File: src/rtl/separable_box_blur_3tap_rgb_assert.svh
// Assertion macros used by the blur top-level RTL.
`ifndef SEPARABLE_BOX_BLUR_3TAP_RGB_ASSERT_SVH
`define SEPARABLE_BOX_BLUR_3TAP_RGB_ASSERT_SVH
`ifndef ASSERT_OFF
// Consequent must hold in the same cycle as the antecedent
`define SBB_ASSERT_IMP(label, clk, rst_n, ante, cons) \
    label: assert property (@(posedge clk) disable iff (!rst_n) (ante) |-> (cons)) \
        else $error("sbb: same-cycle check failed");
// Consequent must hold in the cycle after the antecedent
`define SBB_ASSERT_NXT(label, clk, rst_n, ante, cons) \
    label: assert property (@(posedge clk) disable iff (!rst_n) (ante) |=> (cons)) \
        else $error("sbb: next-cycle check failed");
`else
`define SBB_ASSERT_IMP(label, clk, rst_n, ante, cons)
`define SBB_ASSERT_NXT(label, clk, rst_n, ante, cons)
`endif
`endif

File: src/rtl/sbb_pkg.sv
package sbb_pkg;

    localparam int CHAN_W   = 8;
    localparam int NUM_CH   = 3;
    localparam int PIX_W    = CHAN_W * NUM_CH;
    localparam int SUM_W    = 10;
    localparam int PROD_W   = 20;

    // floor(s / 3) for s <= 765 as (s * 683) >> 11
    localparam int DIV3_MUL   = 683;
    localparam int DIV3_SHIFT = 11;

    localparam int OUT_ROW_W  = 12;
    localparam int OUT_COL_W  = 11;

    // Configuration port
    localparam int CFG_IDX_W    = 1;
    localparam int CFG_DATA_W   = 13;
    localparam int CFG_WIDTH_W  = 12;
    localparam int CFG_HEIGHT_W = 13;
    localparam logic [CFG_IDX_W-1:0] CFG_IMAGE_WIDTH  = 1'b0;
    localparam logic [CFG_IDX_W-1:0] CFG_IMAGE_HEIGHT = 1'b1;
    localparam int WIDTH_RESET  = 1024;
    localparam int HEIGHT_RESET = 1024;

    typedef logic [CHAN_W-1:0] t_chan;
    // Channel 0 is red in bits 7:0, then green, then blue
    typedef logic [NUM_CH-1:0][CHAN_W-1:0] t_pix;

    typedef struct packed {
        t_chan                 red;
        t_chan                 green;
        t_chan                 blue;
        logic [OUT_ROW_W-1:0]  row;
        logic [OUT_COL_W-1:0]  col;
        logic                  frame_end;
        logic                  last_of_run;
    } t_res;

    function automatic logic [SUM_W-1:0] sum3(input t_chan a, input t_chan b, input t_chan c);
        return SUM_W'(a) + SUM_W'(b) + SUM_W'(c);
    endfunction

    function automatic t_chan div3(input logic [SUM_W-1:0] s);
        logic [PROD_W-1:0] p;
        p = PROD_W'(s) * PROD_W'(DIV3_MUL);
        return p[DIV3_SHIFT +: CHAN_W];
    endfunction

endpackage

File: src/rtl/sbb_vlane.sv
module sbb_vlane (
    input  sbb_pkg::t_chan i_above,
    input  sbb_pkg::t_chan i_mid,
    input  sbb_pkg::t_chan i_hsum,
    input  logic           i_row_ge1,
    input  logic           i_row_ge2,
    output sbb_pkg::t_chan o_res_prev,
    output sbb_pkg::t_chan o_res_last
);
    import sbb_pkg::*;

    t_chan up_prev;
    t_chan up_last;

    // Replicate the top row where there is no row above
    assign up_prev = i_row_ge2 ? i_above : i_mid;
    assign up_last = i_row_ge1 ? i_mid : i_hsum;

    // Row above the incoming one, now complete
    assign o_res_prev = div3(sum3(up_prev, i_mid, i_hsum));
    // Final row of the frame: bottom row replicated
    assign o_res_last = div3(sum3(up_last, i_hsum, i_hsum));
endmodule
File: config.mk
export PLATFORM = sky130hd
export DESIGN_NAME = sbb_vlane
export DESIGN_NICKNAME = d
export VERILOG_FILES = /design/src/rtl/separable_box_blur_3tap_rgb_assert.svh /design/src/rtl/sbb_pkg.sv /design/src/rtl/sbb_vlane.sv
export SDC_FILE = /design/constraint.sdc
export NUM_CORES = 1
export LEC_CHECK = 0
export BUFFER_PORTS_ARGS = -buffer_cell sky130_fd_sc_hd__clkbuf_2
export CAP_MARGIN = 0
export CORE_ASPECT_RATIO = 2
export CORE_MARGIN = 1.5
export CORE_UTILIZATION = 55
export DETAILED_ROUTE_END_ITERATION = 10
export PLACE_DENSITY = 0.78
export RECOVER_POWER = 25
export SYNTH_ARGS = -nofsm -noshare
export SYNTH_HDL_FRONTEND = slang
export SYNTH_SLANG_ARGS = --single-unit
File: constraint.sdc
create_clock -name vclk -period 6.4
set_input_delay 0.32 -clock vclk [all_inputs]
set_output_delay 0.32 -clock vclk [all_outputs]
set_load 0.05 [all_outputs]
==> impl_metrics.yaml <==
outcome:
  status: "finished, violations left"
  violations: "negative setup slack"
critical_path:
  crit_path_max_fanout: 5
  crit_path_start: "i_row_ge2"
  cp_common_cell: "fa_1"
  critPathLaunchType: "primary input"
  cpMaxStageDelayCell: "fa_1"
  cpPeakStageDelay_ps: 550
  endpoint: "o_res_prev[7]"
  critPathKind: "in2out"
  cp-end-kind: "output pin"
  worstPathRequired_ps: 6080
  critPathArrivalTime_ps: 6280
global_route:
  grt_max_degree: 7
  grt_antenna_before_repair: 0
  grt_pass1_vias: 4329
  overflow: 0
  grt_first_pass_wirelength_mm: 19.82
  grtUsageTotal_pct: 30.82
logic_synthesis:
  synthMostInstantiatedCell: "ha_1"
  synth_top_cell_area_share_pct: 37.39
  synth_top_cells_by_area: "ha_1 (37%), fa_1 (24%), inv_1 (7.8%), xnor2_1 (5.7%), mux2_2 (3.2%)"
  synth_cells: 451
  synth.avg_cell_area_sq_um: 9.496
  seq_area_frac_synth_pct: 0
  yosysWarnings: 0
  synth_nets: 657
  synth.top_cells.by_count: "ha_1 (128), inv_1 (89), fa_1 (52)"
  syn_area_sq_um: 4283
  synth_cell_types: 41
  yosys.area.top_type: "ha_1"
die:
  die_h_microns: 127.8
  fp.dieArea_sq_um: 8357
  rows: 45
  core_sq_um: 7545
  io_pins: 42
  start_util_pct: 56.77
  die_x_microns: 65.40
routing:
  avgRoutedWirePerCell_microns: 23.48
  drt_iter0_markers: 272
  antenna_left: 0
  drc: 0
  vias: 4082
  wl_mm: 15.85
  vias_per_cell: 6.047
  drtPass1Iterations: 4
layout:
  regArea_sq_um: 0
  diodes: 0
  clock_buffers: 0
  drive_above_1_share_pct: 44.41
  utilization_pct: 85.47
  fin_nets: 789
  seq_cells: 0
  fillers: 339
  areaGrowthSynthToFinish_pct: 50.57
  fin_area_sq_um: 6449
place:
  place.gp.congestion: 0.9160
  post-place-ws_ps: -386.5
  dpl.hpwl_mm: 10.00
  io_buffers: 42
  dpl-instance-area_sq_um: 5464
sta:
  period_needed_ps: 6597
  period_share_pct: 103.1
  hold_viol_final: 0
  worst_pin_slew_ps: 475.9
  whs_ps: 1671
  relSlewSlack_pct: 67.94
  fmax_mhz: 151.6
  postLayoutSetupSlackWorst_ps: -196.8
  setup_viol: 13
  drv_slew: 0
  rsz0062_at_grt: "true"
flow_run:
  drv_cap: 0
min_path:
  min_from: "i_hsum[7]"
  min_path_type: "in2out"
==> metal layers <==
metal  share of wire (%)  global-route usage (%)  vias to the layer above
li1                    -                       -                     1794
met1                  29                   28.05                     1966
met2                  56                   62.85                      190
met3                 3.2                   1.668                      132
met4                  11                   17.89                        0
met5                   0                       0                        -
==> layout make-up <==
cell class,count,area (sq um),area share (%)
Multi-Input combinational cell,360,4872,75.55
Timing Repair Buffer,132,1125,17.44
Inverter,89,334.1,5.180
Tap cell,94,117.6,1.824
==> timing repair <==
action                                  CTS  global route
endpoints found under the setup margin   16            16
buffers inserted                          9            10
resized for setup                        67            98
pin swaps                                40            56
hold buffers                              0             0
==> cells by family after synthesis <==
logic type	after synthesis	share of synthesized area [%]
compound gates	74	11.69
buf+inv	91	8.151
simple gates	50	5.930
xor+xnor	41	8.560
fa+ha+maj	180	61.70
mux	15	3.973
==> worst max-delay path, delay by kind of cell <==
| kind | cells | cell delay [ps] |
|---|---|---|
| AND/OR/NAND/NOR | 1 | 140 |
| XOR/XNOR | 2 | 280 |
| buffers and inverters | 7 | 650 |
| adder cells (fa/ha/maj) | 8 | 3110 |
| AO/OA/AOI/OAI | 7 | 1530 |
| multiplexers | 1 | 230 |
==> cells in the final DEF, fill, tap and decap left out, types with 3 or more instances in the layout <==
cell type	netlist	routed
ha_1	128	99
buf_4	0	88
inv_1	89	79
fa_1	52	48
ha_4	0	25
clkbuf_2	0	23
xnor2_1	28	12
buf_12	0	12
nand2_1	12	11
xnor2_2	1	10
inv_2	0	10
mux2_2	12	10
a21o_1	9	8
nor2_1	12	8
a21oi_1	20	8
o21ai_2	0	7
a21oi_4	0	7
xnor2_4	0	7
buf_6	1	7
o21a_1	6	6
nand2b_1	5	5
o21ai_0	16	5
xor2_2	0	5
a21oi_2	0	5
nand4_1	5	5
o21ai_1	1	4
xor2_1	12	4
fa_2	0	4
ha_2	0	4
nor2b_1	6	3
xor2_4	0	3
mux2_4	1	3
nor3_1	3	3
==> worst min-delay path by stage <==
| stage | end | cells after the start |
|---|---|---|
| after floorplan | o_res_last[7] | 3 |
| after global placement | o_res_last[7] | 6 |
| after detailed placement | o_res_last[7] | 6 |
| after CTS | o_res_last[7] | 6 |
| after global routing | o_res_last[7] | 6 |
| final | o_res_last[7] | 6 |
==> stage by stage <==
stage,setup TNS (ps),instances
floorplan,-42.16,451
global placement,-1250,658
detailed placement,-3891,658
CTS,-62.52,667
global route,-3887,675
finish,-1165,675
Power is left out: the tool's default activity adds up to more than one toggle a clock period on the data nets, which glitch-free logic cannot reach.
