<file path="config.mk">
export PLATFORM = sky130hd
export DESIGN_NAME = sbb_hlane
export DESIGN_NICKNAME = d
export VERILOG_FILES = /design/src/rtl/separable_box_blur_3tap_rgb_assert.svh /design/src/rtl/sbb_pkg.sv /design/src/rtl/sbb_hlane.sv
export SDC_FILE = /design/constraint.sdc
export NUM_CORES = 1
export LEC_CHECK = 0
export ABC_AREA = 1
export BUFFER_PORTS_ARGS = -buffer_cell sky130_fd_sc_hd__buf_2
export CORE_ASPECT_RATIO = 2
export CORE_MARGIN = 2
export CORE_UTILIZATION = 58
export DETAILED_ROUTE_END_ITERATION = 8
export PLACE_DENSITY = 0.81
export SYNTH_ARGS = -nofsm -noshare
export SYNTH_HDL_FRONTEND = slang
export SYNTH_SLANG_ARGS = --single-unit
</file>
<file path="constraint.sdc">
create_clock -name vclk -period 5.37
set_input_delay 0.2685 -clock vclk [all_inputs]
set_output_delay 0.2685 -clock vclk [all_outputs]
set_load 0.02 [all_outputs]
</file>
<file path="src/rtl/separable_box_blur_3tap_rgb_assert.svh">
// Assertion macros used by the blur top-level RTL.
`ifndef SEPARABLE_BOX_BLUR_3TAP_RGB_ASSERT_SVH
`define SEPARABLE_BOX_BLUR_3TAP_RGB_ASSERT_SVH
`ifndef ASSERT_OFF
// Consequent must hold in the same cycle as the antecedent
`define SBB_ASSERT_IMP(label, clk, rst_n, ante, cons) \
    label: assert property (@(posedge clk) disable iff (!rst_n) (ante) |-> (cons)) \
        else $error("sbb: same-cycle check failed");
// Consequent must hold in the cycle after the antecedent
`define SBB_ASSERT_NXT(label, clk, rst_n, ante, cons) \
    label: assert property (@(posedge clk) disable iff (!rst_n) (ante) |=> (cons)) \
        else $error("sbb: next-cycle check failed");
`else
`define SBB_ASSERT_IMP(label, clk, rst_n, ante, cons)
`define SBB_ASSERT_NXT(label, clk, rst_n, ante, cons)
`endif
`endif

</file>
<file path="src/rtl/sbb_pkg.sv">
package sbb_pkg;

    localparam int CHAN_W   = 8;
    localparam int NUM_CH   = 3;
    localparam int PIX_W    = CHAN_W * NUM_CH;
    localparam int SUM_W    = 10;
    localparam int PROD_W   = 20;

    // floor(s / 3) for s <= 765 as (s * 683) >> 11
    localparam int DIV3_MUL   = 683;
    localparam int DIV3_SHIFT = 11;

    localparam int OUT_ROW_W  = 12;
    localparam int OUT_COL_W  = 11;

    // Configuration port
    localparam int CFG_IDX_W    = 1;
    localparam int CFG_DATA_W   = 13;
    localparam int CFG_WIDTH_W  = 12;
    localparam int CFG_HEIGHT_W = 13;
    localparam logic [CFG_IDX_W-1:0] CFG_IMAGE_WIDTH  = 1'b0;
    localparam logic [CFG_IDX_W-1:0] CFG_IMAGE_HEIGHT = 1'b1;
    localparam int WIDTH_RESET  = 1024;
    localparam int HEIGHT_RESET = 1024;

    typedef logic [CHAN_W-1:0] t_chan;
    // Channel 0 is red in bits 7:0, then green, then blue
    typedef logic [NUM_CH-1:0][CHAN_W-1:0] t_pix;

    typedef struct packed {
        t_chan                 red;
        t_chan                 green;
        t_chan                 blue;
        logic [OUT_ROW_W-1:0]  row;
        logic [OUT_COL_W-1:0]  col;
        logic                  frame_end;
        logic                  last_of_run;
    } t_res;

    function automatic logic [SUM_W-1:0] sum3(input t_chan a, input t_chan b, input t_chan c);
        return SUM_W'(a) + SUM_W'(b) + SUM_W'(c);
    endfunction

    function automatic t_chan div3(input logic [SUM_W-1:0] s);
        logic [PROD_W-1:0] p;
        p = PROD_W'(s) * PROD_W'(DIV3_MUL);
        return p[DIV3_SHIFT +: CHAN_W];
    endfunction

endpackage

</file>
<file path="src/rtl/sbb_hlane.sv">
module sbb_hlane (
    input  sbb_pkg::t_chan i_prev2,
    input  sbb_pkg::t_chan i_prev1,
    input  sbb_pkg::t_chan i_cur,
    input  logic           i_col_ge1,
    input  logic           i_col_ge2,
    output sbb_pkg::t_chan o_hsum_mid,
    output sbb_pkg::t_chan o_hsum_end
);
    import sbb_pkg::*;

    t_chan left_mid;
    t_chan left_end;

    // Replicate the edge pixel where the left neighbour is missing
    assign left_mid = i_col_ge2 ? i_prev2 : i_prev1;
    assign left_end = i_col_ge1 ? i_prev1 : i_cur;

    // Column one to the left, centred on the previous pixel
    assign o_hsum_mid = div3(sum3(left_mid, i_prev1, i_cur));
    // Last column of the row: right neighbour replicated
    assign o_hsum_end = div3(sum3(left_end, i_cur, i_cur));
endmodule

</file>
==> metrics.log, run 1 <==
[metrics] outcome: aborted with a tool error
[metrics] Stopped at: global routing
[metrics] Log Error: [ERROR GRT-0116] Global routing finished with congestion. Check the congestion regions in the DRC Viewer.
[metrics] sum of overflow across all layers after global routing: 5
[metrics] post-synth top area share: approximately 33%
[metrics] HPWL after detailed placement: 13300 µm
[metrics] ranking of synthesized cells by area: sky130_fd_sc_hd__ha_1 33%, sky130_fd_sc_hd__fa_1 22%, sky130_fd_sc_hd__nand2_1 13%
[metrics] synthesized netlist cell count: between 600 and 700
[metrics] largest area contributor in the netlist: sky130_fd_sc_hd__ha_1
[metrics] Post-DP Area: 0.00629 mm²
[metrics] row count: 47
[metrics] total instance count after detailed placement: 928
[metrics] number of input and output port buffers inserted: 42
[metrics] global-route wire length before repair: 37400 µm
[metrics] count of synthesis-stage warnings from yosys: 0
[metrics] synthesized area per cell: approximately 7.2 µm²
[metrics] netlist area before placement: 0.00482 mm²
[metrics] total routing usage reported by global routing: 55.8%
[metrics] number of hold-repair buffers added at the cts stage: 0
[metrics] boundary pin count: 42
[metrics] effective utilization at floorplan: 58.9%
[metrics] Die Span X: 68.5 µm
[metrics] GP Congestion: 0.894
[metrics] count of distinct cell types in the synthesized netlist: 28
[metrics] number of global-route vias before repair: 7217
[metrics] die extent in y: 133 µm
[metrics] largest net degree at the start of global routing: 8
[metrics] sequential element share of the synthesized area: 0%
[metrics] net count after synthesis: 878
through the flow:
step | worst slack (ps) | util, % | setup TNS [ps]
after floorplan | -182 | - | -545
after global placement | -573 | 77.0 | -6460
after detailed placement | -729 | 77.0 | -9020
after CTS | -436 | 87.5 | -3130
logic make-up after synthesis:
family          after synthesis  synth area share (%)
compound gates               67                  7.89
fa+ha+maj                   180                  54.8
simple gates                250                  21.3
mux                           2                 0.467
xor+xnor                     18                  3.43
buf+inv                     155                  12.1
layer usage:
layer | GRT overflow | GRT usage (%)
met1 | 0 | 48.8
met2 | 1 | 83.5
met3 | 0 | 25.2
met4 | 4 | 61.1
met5 | 0 | 7.50
cell usage after synthesis, types with 3 or more instances:
cell                       instances
sky130_fd_sc_hd__nand4_1           4
sky130_fd_sc_hd__nand2_2           4
sky130_fd_sc_hd__fa_1             52
sky130_fd_sc_hd__o21ai_0          16
sky130_fd_sc_hd__xor2_1            9
sky130_fd_sc_hd__a21o_1            5
sky130_fd_sc_hd__nand2_1         164
sky130_fd_sc_hd__o21bai_1          4
sky130_fd_sc_hd__a21oi_1          32
sky130_fd_sc_hd__nor3_1           11
sky130_fd_sc_hd__nor2_1           31
sky130_fd_sc_hd__inv_2             3
sky130_fd_sc_hd__ha_1            128
sky130_fd_sc_hd__a31oi_1           3
sky130_fd_sc_hd__nand3_1          30
sky130_fd_sc_hd__inv_1           151
sky130_fd_sc_hd__o21a_1            3
sky130_fd_sc_hd__xnor2_1           8
what timing repair did:
| item | 4_1_cts |
|---|---|
| endpoints found under the setup margin | 16 |
| gates cloned | 1 |
| gates resized for setup | 130 |
| pin swaps | 77 |
| buffers inserted | 28 |
==> run 2, diff against run 1 <==
Settings changed: CORE_ASPECT_RATIO 2 to default, CORE_UTILIZATION 58 to 40, PLACE_DENSITY 0.81 to default, PLACE_DENSITY_LB_ADDON from default to 0.15.
Clock period 5.37 ns to 7 ns, I/O delays scaled along.
==> metrics.log, run 2 <==
[metrics] outcome: completed
[metrics] final sum of negative setup slack: 0 ps
[metrics] post-synth top area share: 33.2% (unchanged)
[metrics] synthesized netlist cell count: 672 (unchanged)
[metrics] final max-slew violation count: 0
[metrics] via count: ~4100
[metrics] average via count per standard cell: 4.82
[metrics] count of synthesis-stage warnings from yosys: 0 (unchanged)
[metrics] sequential element share of the synthesized area: 0% (unchanged)
[metrics] WL per Instance: ~12 µm
[metrics] most common library cell in the layout ignoring fill and taps: sky130_fd_sc_hd__nand2_1
[metrics] fin crit period: about 6500 ps
[metrics] maximum fanout along the worst path: 14
[metrics] boundary pin count: 42 (unchanged)
[metrics] area of the core region: 0.0119 mm²
[metrics] FF+latch area: 0 µm²
[metrics] count of clock-net buffers in the final layout: 0
[metrics] Peak Freq: 0.153 GHz
[metrics] final net count: 922
[metrics] HPWL after detailed placement: 9950 µm (-25%)
[metrics] hold path startpoint: i_cur[7]
[metrics] launching element type of the critical path: input port
[metrics] worst hold path stage count: 7
[metrics] most used cells in the layout excluding fill and tap cells: 164 x sky130_fd_sc_hd__nand2_1, 151 x sky130_fd_sc_hd__inv_1, 128 x sky130_fd_sc_hd__ha_1
[metrics] final setup vio count: 0
[metrics] slowest library cell on the worst path: sky130_fd_sc_hd__fa_1
[metrics] global-route wire length before repair: 18700 µm
[metrics] Die Span X: 114 µm (+66%)
[metrics] signal arrival time at the worst endpoint: 6190 ps
[metrics] effective utilization at floorplan: 40.6% (-18 points)
[metrics] row count: 40 (-15%)
[metrics] sum of overflow across all layers after global routing: 0
[metrics] GP Congestion: 0.955 (+6.9%)
[metrics] classification of the worst setup path: input port to primary output
[metrics] share of layout cells above drive strength 1: 8.12%
[metrics] synthesized area per cell: 7.17 µm² (unchanged)
[metrics] area enclosed by the die boundary: approximately 0.013 mm²
[metrics] netlist area before placement: 0.00482 mm² (unchanged)
[metrics] final-layout fill cell count: 1265
[metrics] Hold Path End: o_hsum_end[7]
[metrics] number of detailed-routing iterations run before antenna repair: 4
[metrics] HP Class: input port to primary output
[metrics] number of diodes: 0
[metrics] die extent in y: 114 µm (-14%)
[metrics] number of maximum-capacitance constraint violations: 0
[metrics] Post CTS Setup Buffer Count: 0 (-100%)
[metrics] cell type with the highest occurrence count on the critical path: sky130_fd_sc_hd__nand2_1
[metrics] multi-input combinational cell area: 0.00424 mm²
[metrics] highest cell delay on the worst timing path: 550 ps
[metrics] unrepaired setup endpoints after global routing: false
[metrics] ranking of synthesized cells by area: sky130_fd_sc_hd__ha_1 33%, sky130_fd_sc_hd__fa_1 22%, sky130_fd_sc_hd__nand2_1 13%
[metrics] final routed DRC violation total: 0
[metrics] final routed wirelength across all metal layers: roughly 11000 µm
[metrics] Worst-Margin Slew: 484 ps
[metrics] largest net degree at the start of global routing: 15
[metrics] initial antenna violation count: 0
[metrics] final number of hold-violating endpoints: 0
[metrics] net count after synthesis: 878 (unchanged)
[metrics] type of element capturing the critical path: primary output
[metrics] largest area contributor in the netlist: sky130_fd_sc_hd__ha_1
[metrics] Final Cycle Share: 93.5%
[metrics] count of distinct cell types in the synthesized netlist: 28 (unchanged)
[metrics] number of input and output port buffers inserted: 42 (unchanged)
[metrics] remaining antenna violation count after routing: 0
[metrics] number of sequential storage elements: 0
[metrics] most frequent cell after synthesis: sky130_fd_sc_hd__nand2_1
[metrics] iteration-0 DRC count of the detailed router: 197
[metrics] Slew Limit Headroom: roughly 68%
[metrics] leading post-synthesis cells by instance count: 164 x sky130_fd_sc_hd__nand2_1, 151 x sky130_fd_sc_hd__inv_1, 128 x sky130_fd_sc_hd__ha_1
[metrics] area delta synth->final: 8.39%
[metrics] required time of the critical path: 6650 ps
[metrics] number of global-route vias before repair: 4051
[metrics] total routing usage reported by global routing: between 10% and 20%
-- run 2: cell counts after synthesis --
No cell type changed its count.
-- run 2: per-stage QoR --
step           instances  setup WS (ps)  utilization [%]  hold WS, ps  instance area, µm²
2_1_floorplan        672           1010                -         1110                4820
3_3_place_gp         861            515             44.0         1500                5220
3_5_place_dp         861            391             44.0         1490                5220
4_1_cts              861            371             44.0         1500                5220
5_1_grt              861           12.8             44.0         1570                5220
6_report             861            458             44.0         1510                5220
-- run 2: routing by layer --
layer | routed length [µm] | GRT usage [%]
met2 | 4650 | 28.4
met1 | 5660 | 26.4
met4 | 52 | 0.569
met5 | 0 | 0
met3 | 264 | 0.159
-- run 2: layout make-up --
cell class / instances / area share [%]
Timing Repair Buffer: 43 / 4.17
Tap cell: 147 / 3.52
Multi-Input combinational cell: 517 / 81.2
Inverter: 154 / 11.1
-- run 2: critical path, delay by kind of cell --
family	cells	cell delay [ps]
fa+ha+maj	8	3200
simple gates	14	1380
buf+inv	8	830
xor+xnor	1	280
compound gates	1	150
-- run 2: logic make-up (layout without fill, tap and decap cells) --
| logic type | after synthesis | after routing | share of synthesized area (%) |
|---|---|---|---|
| compound gates | 67 | 67 | 7.89 |
| xor+xnor | 18 | 18 | 3.43 |
| fa+ha+maj | 180 | 180 | 54.8 |
| buf+inv | 155 | 197 | 12.1 |
| mux | 2 | 2 | 0.467 |
| simple gates | 250 | 250 | 21.3 |
-- run 2: worst max path at each step --
| stage | startpoint | to | slack [ps] | depth (start not counted) |
|---|---|---|---|---|
| 6_report | i_col_ge2 | o_hsum_mid[7] | 460 | 32 |
| 5_1_grt | i_col_ge2 | o_hsum_mid[4] | 10 | 32 |
| 4_1_cts | i_col_ge2 | o_hsum_mid[4] | 370 | 33 |
| 3_5_place_dp | i_col_ge2 | o_hsum_mid[4] | 390 | 33 |
| 3_3_place_gp | i_col_ge2 | o_hsum_mid[7] | 520 | 28 |
| 2_1_floorplan | i_col_ge2 | o_hsum_mid[4] | 1010 | 30 |
-- run 2: timing repair --
action                     CTS  global route
setup endpoints to repair    0             1
hold buffers                 0             0
gates resized for setup      0             1
Power of run 2 is left out: the tool's default activity adds up to more than one toggle a clock period on the data nets, which glitch-free logic cannot reach.
